**config.mk**
```make
export PLATFORM = sky130hd
export DESIGN_NAME = preemptive_priority_scheduler
export DESIGN_NICKNAME = d
export VERILOG_FILES = /design/src/hw/rtl/pps_pkg.sv /design/src/hw/rtl/pps_ctrl.sv /design/src/hw/rtl/pps_dp.sv /design/src/hw/rtl/preemptive_priority_scheduler.sv
export SDC_FILE = /design/constraint.sdc
export NUM_CORES = 2
export LEC_CHECK = 0
export ABC_AREA = 1
export CAP_MARGIN = 10
export CORE_UTILIZATION = 60
export CTS_BUF_LIST = sky130_fd_sc_hd__clkbuf_16
export CTS_CLUSTER_SIZE = 30
export DETAILED_ROUTE_END_ITERATION = 10
export DONT_BUFFER_PORTS = 1
export PLACE_DENSITY_LB_ADDON = 0.3
export RECOVER_POWER = 50
export SLEW_MARGIN = 0
export SYNTH_ARGS = -nofsm -noshare
export SYNTH_HDL_FRONTEND = slang
export SYNTH_SLANG_ARGS = --single-unit
```
**constraint.sdc**
```tcl
create_clock -name i_clk -period 12.1 [get_ports i_clk]
set_input_delay 1.21 -clock i_clk [delete_from_list [all_inputs] [get_ports i_clk]]
set_output_delay 1.21 -clock i_clk [all_outputs]
set_load 0.005 [all_outputs]
```
**src/hw/rtl/pps_pkg.sv**
```systemverilog
// Package with the types, constants and codes of the priority scheduler.
`timescale 1ns / 1ps
`default_nettype none

package pps_pkg;

    // Size of the process table.
    localparam int MAX_PROCS = 16;
    localparam int IDX_W     = $clog2(MAX_PROCS);
    localparam int CNT_W     = 5;
    localparam int TICK_W    = 32;
    localparam int TIME_W    = 16;
    localparam int PRIO_W    = 8;
    localparam int SLOT_W    = 4;

    localparam logic [TICK_W-1:0] TICK_MAX = '1;

    // Request opcodes.
    localparam logic OP_LOAD = 1'b0;
    localparam logic OP_TICK = 1'b1;

    // One request on the input channel.
    typedef struct packed {
        logic              opcode;
        logic [SLOT_W-1:0] slot;
        logic [TIME_W-1:0] arrival;
        logic [TIME_W-1:0] burst;
        logic [PRIO_W-1:0] prio;
    } t_in_req;

    // One result on the output channel.
    typedef struct packed {
        logic [SLOT_W-1:0] chosen_slot;
        logic              idle;
        logic              finished;
        logic [TICK_W-1:0] wait_ticks;
        logic [TICK_W-1:0] turnaround_ticks;
        logic              all_done;
        logic [TICK_W-1:0] now_tick;
    } t_out_res;

    // Commands from the controller to the datapath.
    typedef struct packed {
        logic load_en;
        logic pick_en;
        logic update_en;
    } t_cmd;

    // Status from the datapath to the controller.
    typedef struct packed {
        logic out_free;
    } t_sts;

    // Controller states.
    typedef enum logic [1:0] {
        ST_IDLE   = 2'b01,
        ST_UPDATE = 2'b10
    } t_state;

endpackage

`default_nettype wire

```
**src/hw/rtl/pps_ctrl.sv**
```systemverilog
// Controller state machine of the priority scheduler.
`timescale 1ns / 1ps
`default_nettype none

module pps_ctrl (
    input  wire logic        i_clk,
    input  wire logic        i_rst_n,
    input  wire logic        i_in_valid,
    input  wire logic        i_opcode,
    output logic             o_in_ready,
    input  wire pps_pkg::t_sts i_sts,
    output pps_pkg::t_cmd    o_cmd
);
    import pps_pkg::*;

    t_state r_state;
    t_state n_state;

    // Next state and commands.
    always_comb begin
        n_state    = r_state;
        o_cmd      = '0;
        o_in_ready = 1'b0;
        case (r_state)
            ST_IDLE: begin
                o_in_ready = 1'b1;
                if (i_in_valid) begin
                    if (i_opcode == OP_LOAD) begin
                        o_cmd.load_en = 1'b1;
                    end else begin
                        o_cmd.pick_en = 1'b1;
                        n_state       = ST_UPDATE;
                    end
                end
            end
            ST_UPDATE: begin
                // Wait until the output register can take the result.
                if (i_sts.out_free) begin
                    o_cmd.update_en = 1'b1;
                    n_state         = ST_IDLE;
                end
            end
            default: begin
                n_state = ST_IDLE;
            end
        endcase
    end

    // State register.
    always_ff @(posedge i_clk) begin
        if (!i_rst_n) begin
            r_state <= ST_IDLE;
        end else begin
            r_state <= n_state;
        end
    end

endmodule

`default_nettype wire

```
**src/hw/rtl/pps_dp.sv**
```systemverilog
// Datapath of the priority scheduler: process table, selection tree and update.
`timescale 1ns / 1ps
`default_nettype none

module pps_dp (
    input  wire logic                  i_clk,
    input  wire logic                  i_rst_n,
    input  wire pps_pkg::t_cmd         i_cmd,
    output pps_pkg::t_sts              o_sts,
    input  wire pps_pkg::t_in_req      i_req,
    input  wire logic                  i_cfg_we,
    input  wire logic [pps_pkg::CNT_W-1:0] i_cfg_wdata,
    output logic                       o_out_valid,
    input  wire logic                  i_out_ready,
    output pps_pkg::t_out_res          o_out_res
);
    import pps_pkg::*;

    // Process table (no reset: entries are defined once loaded).
    logic [TIME_W-1:0] r_arr  [MAX_PROCS];
    logic [TIME_W-1:0] r_bur  [MAX_PROCS];
    logic [PRIO_W-1:0] r_pri  [MAX_PROCS];
    logic [TIME_W-1:0] r_left [MAX_PROCS];

    logic [CNT_W-1:0]  r_count;
    logic [TICK_W-1:0] r_tick;
    logic [IDX_W-1:0]  r_pick;
    logic              r_found;
    logic              r_out_valid;
    t_out_res          r_out;

    logic [CNT_W-1:0]     n_slots;
    logic [MAX_PROCS-1:0] in_use;
    logic [MAX_PROCS-1:0] elig;

    // Number of slots in use, clamped to the table size.
    assign n_slots = (r_count > CNT_W'(MAX_PROCS)) ? CNT_W'(MAX_PROCS) : r_count;

    // A slot is eligible if in use, arrived and with work left.
    always_comb begin
        for (int i = 0; i < MAX_PROCS; i++) begin
            in_use[i] = CNT_W'(i) < n_slots;
            elig[i]   = in_use[i] && (r_left[i] != '0) &&
                        ((|r_tick[TICK_W-1:TIME_W]) || (r_arr[i] <= r_tick[TIME_W-1:0]));
        end
    end

    // Selection tree: smallest priority wins, the left (lower) slot wins a tie.
    logic [2*MAX_PROCS-1:0] nd_vld;
    logic [PRIO_W-1:0]      nd_pri [2*MAX_PROCS];
    logic [IDX_W-1:0]       nd_idx [2*MAX_PROCS];

    always_comb begin
        logic take_l;
        nd_vld = '0;
        for (int k = 0; k < 2*MAX_PROCS; k++) begin
            nd_pri[k] = '0;
            nd_idx[k] = '0;
        end
        for (int i = 0; i < MAX_PROCS; i++) begin
            nd_vld[MAX_PROCS+i] = elig[i];
            nd_pri[MAX_PROCS+i] = r_pri[i];
            nd_idx[MAX_PROCS+i] = IDX_W'(i);
        end
        for (int k = MAX_PROCS-1; k >= 1; k--) begin
            take_l = nd_vld[2*k] && (!nd_vld[2*k+1] || (nd_pri[2*k] <= nd_pri[2*k+1]));
            nd_vld[k] = nd_vld[2*k] || nd_vld[2*k+1];
            nd_pri[k] = take_l ? nd_pri[2*k] : nd_pri[2*k+1];
            nd_idx[k] = take_l ? nd_idx[2*k] : nd_idx[2*k+1];
        end
    end

    // Update of the chosen slot and the times of a completed process.
    logic [TIME_W-1:0]    pk_arr;
    logic [TIME_W-1:0]    pk_bur;
    logic [TIME_W-1:0]    pk_left;
    logic                 fin;
    logic [TICK_W:0]      end_tick;
    logic [TICK_W:0]      turn_ext;
    logic [TIME_W:0]      arr_bur;
    logic [TICK_W+1:0]    wait_ext;
    logic [TICK_W-1:0]    turn_val;
    logic [TICK_W-1:0]    wait_val;
    logic [MAX_PROCS-1:0] busy_after;
    t_out_res             n_out;

    always_comb begin
        pk_arr   = r_arr[r_pick];
        pk_bur   = r_bur[r_pick];
        pk_left  = r_left[r_pick];
        fin      = r_found && (pk_left == TIME_W'(1));
        end_tick = {1'b0, r_tick} + (TICK_W+1)'(1);
        turn_ext = end_tick - {{(TICK_W+1-TIME_W){1'b0}}, pk_arr};
        arr_bur  = {1'b0, pk_arr} + {1'b0, pk_bur};
        wait_ext = {1'b0, end_tick} - {{(TICK_W+1-TIME_W){1'b0}}, arr_bur};
        turn_val = turn_ext[TICK_W] ? TICK_MAX : turn_ext[TICK_W-1:0];
        if (wait_ext[TICK_W+1]) begin
            wait_val = '0;
        end else if (wait_ext[TICK_W]) begin
            wait_val = TICK_MAX;
        end else begin
            wait_val = wait_ext[TICK_W-1:0];
        end
        for (int i = 0; i < MAX_PROCS; i++) begin
            busy_after[i] = in_use[i] && (r_left[i] != '0) &&
                            !(fin && (r_pick == IDX_W'(i)));
        end
        n_out.chosen_slot      = r_found ? SLOT_W'(r_pick) : '0;
        n_out.idle             = !r_found;
        n_out.finished         = fin;
        n_out.wait_ticks       = fin ? wait_val : '0;
        n_out.turnaround_ticks = fin ? turn_val : '0;
        n_out.all_done         = (busy_after == '0);
        n_out.now_tick         = r_tick;
    end

    // Table writes: loads and the decrement of the chosen slot.
    always_ff @(posedge i_clk) begin
        if (i_cmd.load_en && (int'(i_req.slot) < MAX_PROCS)) begin
            r_arr[i_req.slot[IDX_W-1:0]]  <= i_req.arrival;
            r_bur[i_req.slot[IDX_W-1:0]]  <= i_req.burst;
            r_pri[i_req.slot[IDX_W-1:0]]  <= i_req.prio;
            r_left[i_req.slot[IDX_W-1:0]] <= i_req.burst;
        end else if (i_cmd.update_en && r_found) begin
            r_left[r_pick] <= pk_left - TIME_W'(1);
        end
    end

    // Chosen slot, captured when a tick request is accepted, and the output register.
    always_ff @(posedge i_clk) begin
        if (i_cmd.pick_en) begin
            r_pick <= nd_idx[1];
        end
        if (i_cmd.update_en) begin
            r_out <= n_out;
        end
    end

    // Control registers: slot count, tick counter, found flag, output valid.
    always_ff @(posedge i_clk) begin
        if (!i_rst_n) begin
            r_count     <= '0;
            r_tick      <= '0;
            r_found     <= 1'b0;
            r_out_valid <= 1'b0;
        end else begin
            if (i_cfg_we) begin
                r_count <= i_cfg_wdata;
            end
            if (i_cmd.pick_en) begin
                r_found <= nd_vld[1];
            end
            if (i_cmd.update_en && (r_tick != TICK_MAX)) begin
                r_tick <= r_tick + TICK_W'(1);
            end
            if (i_cmd.update_en) begin
                r_out_valid <= 1'b1;
            end else if (i_out_ready) begin
                r_out_valid <= 1'b0;
            end
        end
    end

    assign o_sts.out_free = !r_out_valid || i_out_ready;
    assign o_out_valid    = r_out_valid;
    assign o_out_res      = r_out;

endmodule

`default_nettype wire

```
**src/hw/rtl/preemptive_priority_scheduler.sv**
```systemverilog
// Top level of the preemptive priority scheduler.
//
//  Channel  | Direction | Handshake                 | Payload
//  ---------+-----------+---------------------------+-------------------------
//  input    | in        | i_in_valid / o_in_ready   | i_in_req  (t_in_req)
//  output   | out       | o_out_valid / i_out_ready | o_out_res (t_out_res)
//  config   | in        | i_cfg_we (no wait)        | i_cfg_wdata (slot count)
//
// A load request writes the table when it is accepted. For a tick request,
// the selection tree over all table slots is registered when the request is
// accepted; the update state then writes the chosen slot and the output register.
// Reset (synchronous, active low) clears the slot count, the tick counter and
// the output valid; table entries are defined only once loaded.
// A stalled output holds a tick request in its update cycle until the result
// register frees; a new request may be accepted while a result waits.
`timescale 1ns / 1ps
`default_nettype none

module preemptive_priority_scheduler (
    input  wire logic                       i_clk,
    input  wire logic                       i_rst_n,
    input  wire logic                       i_in_valid,
    output logic                            o_in_ready,
    input  wire pps_pkg::t_in_req           i_in_req,
    output logic                            o_out_valid,
    input  wire logic                       i_out_ready,
    output pps_pkg::t_out_res               o_out_res,
    input  wire logic                       i_cfg_we,
    input  wire logic [pps_pkg::CNT_W-1:0]  i_cfg_wdata
);
    import pps_pkg::*;

    t_cmd cmd;
    t_sts sts;

    // Controller.
    pps_ctrl u_ctrl (
        .i_clk      (i_clk),
        .i_rst_n    (i_rst_n),
        .i_in_valid (i_in_valid),
        .i_opcode   (i_in_req.opcode),
        .o_in_ready (o_in_ready),
        .i_sts      (sts),
        .o_cmd      (cmd)
    );

    // Datapath.
    pps_dp u_dp (
        .i_clk       (i_clk),
        .i_rst_n     (i_rst_n),
        .i_cmd       (cmd),
        .o_sts       (sts),
        .i_req       (i_in_req),
        .i_cfg_we    (i_cfg_we),
        .i_cfg_wdata (i_cfg_wdata),
        .o_out_valid (o_out_valid),
        .i_out_ready (i_out_ready),
        .o_out_res   (o_out_res)
    );

endmodule

`default_nettype wire

```
==> summary.txt <==
Cells and area
  – Fillers: roughly 7100
  – Multi-input gate area: 21500 um2
  – Final instance area: 60700 um2
  – Fraction of layout cells with a size suffix above 1: roughly 5.4%
  – Register area: 31000 um2
  – Layout Nets: 5918
  – Non-filler cells, final: between 6000 and 7000
  – Layout area overhead: 8.54%

Min path
  – Hold path cells: 0
  – Hold Crit Class: flip-flop to flip-flop
  – Hold path endpoint: u_dp.o_out_res[4]$_DFFE_PP_
  – Hold path start: u_dp.r_tick[4]$_SDFFE_PN0P_

Floorplan
  – Chip Height: 307 um
  – Die area: roughly 94000 um2
  – Cell row count: 111
  – Die X-Extent: 307 um
  – Boundary Pins: 160
  – Core area: 91900 um2
  – Initial core utilization: 60.8%

Placement
  – Dpl hpwl: roughly 110000 um
  – PortBufs: 0
  – Dpl cell area: 57300 um2
  – GPL Wtd Cong: 0.966
  – Dpl cells: 6567

Global routing
  – First-pass GRT wire length: 235000 um
  – Largest net degree at the start of global routing: about 260
  – GRT Util Overall: 33.2%
  – Vias in the first global route: 39300
  – Initial antenna violation count: 2
  – Total gr overflow: 0

Clocking
  – CTS Buf Count: 107
  – CTS tree: built
  – Clock slew at reported path FFs: 0.06 ns
  – Clock buffer depth: 3
  – Hold-fix buffers, CTS: 0
  – Post-CTS resize count: 0
  – Post-CTS Setup Repair Bufs: 0
  – CTS Sinks: 1048
  – Clk Latency, worst-skew pair: roughly 0.71 ns
  – H-tree levels: 3
  – Root Buffer: clkbuf_16

Pwr
  – P per Cell Area: 169 nW/um2
  – VDD IR-drop max: 0.159 mV
  – Leak: 24.6 nW
  – Tot Pwr: between 10 and 15 mW

Logic synthesis
  – Syn nets: 5931
  – Most common flop cell mapped by yosys: edfxtp_1
  – Syn avg cell area: slightly above 10 um2
  – FFs w/ async S/R, synth: 0%
  – Sequential area share after synthesis: 55.5%
  – Yosys reg bits: between 1000 and 1500
  – Synthesized instance count: 5447
  – Syn. warnings: 0
  – Synth unique cells: between 50 and 60
  – Post-synthesis cell area: between 50000 and 60000 um2
  – EDFF count, synth: approximately 1000

Run status
  – Violated checks: capacitance limit, slew limit
  – Outcome: finished with violations

Setup path
  – CP endpoint kind: flip-flop
  – Slowest CP cell: clkbuf_1
  – Beginning of the worst register-to-register path: u_dp.r_tick[0]$_SDFFE_PN0P_
  – CP Data Required Time: 12.56 ns
  – FF-to-FF setup slack: 3.13 ns
  – RR Endpoint: u_dp.r_pick[1]$_DFFE_PP_
  – Critical Path AT: 9.43 ns
  – Critical path launch point type: flip-flop
  – Most frequent CP cell: nand2_1
  – Crit path kind: flip-flop to flip-flop
  – CP max stage delay: 0.77 ns
  – CP max FO: 18
  – Reg2Reg Depth: 39

STA
  – Fin Setup TNS: 0 ns
  – Slew headroom: -128%
  – Final min period: around 9 ns
  – Fin. max-slew vios: 272
  – Tcrit/Tclk final: 74.1%
  – Clock skew: 0.0223 ns
  – Max Fclk: 112 MHz
  – Unrepaired setup endpoints after global routing: false
  – Final setup violation count: 0
  – Hold Slack: 0.508 ns
  – Final hold vios: 0
  – Worst-Margin Slew: about 3.4 ns

Drt
  – Wirelength per Cell: ~23 um
  – Drt drc: 0
  – Total Wirelength: 157000 um
  – DRT iter0 DRCs: 4934
  – Via/cell ratio: 6.07
  – TritonRoute pass-1 iters: 9
  – Final ANT Viol Nets: 0
  – Via count: 41000

Job
  – Max cap viols: 6
power by group:
| part | internal [mW] | total [mW] | switching, mW |
|---|---|---|---|
| combinational | 0.923 | 2.84 | 1.92 |
| clock | 1.90 | 3.32 | 1.42 |
| sequential | 4.01 | 4.10 | 0.0891 |
| total | 6.83 | 10.3 | 3.43 |
critical path, delay by kind of cell (launching register included):
kind | cells | cell delay (ns)
and+or+nand+nor | 19 | 3.79
AOI/OAI and AO/OA | 9 | 1.51
adders and majority gates | 4 | 1.25
buffers and inverters | 6 | 1.11
DFF | 1 | 0.69
muxes | 1 | 0.36
layer usage:
| layer | global-route usage, % | part of all wire (%) |
|---|---|---|
| met5 | 0 | 0 |
| met4 | 16.5 | 5.4 |
| met3 | 5.81 | 9.3 |
| met2 | 52.6 | 46 |
| met1 | 44.2 | 40 |
synth_stat cells (45+ instances only):
cell type | number | area, um2
buf_2 | 64 | 320
o211ai_1 | 195 | 1460
nand4_1 | 78 | 488
mux2i_1 | 140 | 1400
dfxtp_1 | 45 | 901
o21ai_0 | 395 | 1980
xor2_1 | 68 | 596
o21ai_1 | 47 | 235
inv_1 | 693 | 2600
nor2_1 | 347 | 1300
ha_1 | 412 | 5150
clkbuf_1 | 99 | 372
nand2_1 | 901 | 3380
a21oi_1 | 470 | 2350
nand3_1 | 225 | 1130
edfxtp_1 | 1003 | 30100
logic make-up (layout without fill, tap and decap cells):
| group | count (synthesis) | after routing | synth area share (%) |
|---|---|---|---|
| mux | 140 | 140 | 2.51 |
| other cells | 0 | 1 | 0 |
| fa+ha+maj | 429 | 429 | 9.83 |
| xor+xnor | 85 | 85 | 1.38 |
| simple gates | 1669 | 1669 | 12.7 |
| buf+inv | 891 | 962 | 6.28 |
| compound gates | 1185 | 1185 | 11.8 |
| flops | 1048 | 1048 | 55.5 |
how the worst max path moves through the flow:
stage                                     start                          end  slack (ns)  cells after the start
floorplan                           i_out_ready  u_dp.r_left[1][0]$_DFFE_PP_        3.77                      9
global placement    u_dp.r_tick[7]$_SDFFE_PN0P_     u_dp.r_pick[1]$_DFFE_PP_        3.53                     38
detailed placement  u_dp.r_tick[7]$_SDFFE_PN0P_     u_dp.r_pick[1]$_DFFE_PP_        3.40                     38
CTS                 u_dp.r_tick[7]$_SDFFE_PN0P_     u_dp.r_pick[1]$_DFFE_PP_        3.40                     38
global route        u_dp.r_tick[7]$_SDFFE_PN0P_     u_dp.r_pick[1]$_DFFE_PP_        2.40                     38
finish              u_dp.r_tick[0]$_SDFFE_PN0P_     u_dp.r_pick[1]$_DFFE_PP_        3.13                     39
through the flow:
step / utilization (%) / worst slack [ns]
after floorplan: - / 3.77
after CTS: 66.1 / 3.40
after global placement: 62.3 / 3.53
after global routing: 66.0 / 2.40
after detailed placement: 62.3 / 3.40
final: 66.0 / 3.13
registers in the layout, summed over array words and instances, names as in the netlist, named ones only:
signal and count:
u_dp.r_arr 256, u_dp.r_bur 256, u_dp.r_left 256, u_dp.r_pri 128, u_dp.o_out_res 103, u_dp.r_tick 32
u_dp.r_count 5, u_dp.r_pick 4, u_ctrl.r_state 2, u_dp.o_out_valid 1, u_dp.r_found 1
final cells by class:
type	count	share of cell area [%]
multi-input combinational	3508	35.4
clock inverter	83	1.20
timing repair buffer	59	0.730
inverter	710	4.40
antenna	1	0.00412
clock buffer	110	4.54
tap	1243	2.56
sequential	1048	51.2
cell usage in the layout, fill, tap and decap left out, types with 17 or more instances in the layout:
cell	n
edfxtp_1	1003
nand3_1	225
buf_4	44
nand4_1	78
clkbuf_16	110
o21ai_1	46
o211ai_1	195
fa_1	17
xor2_1	68
nor2_1	334
clkinv_1	19
dfxtp_1	41
mux2i_1	140
clkinv_2	18
nand2_2	20
o21a_1	26
inv_1	715
ha_1	412
nand2_1	901
a21oi_1	470
nor3_1	41
o21ai_0	386
Note: power is estimated with default switching activity, not from simulation.
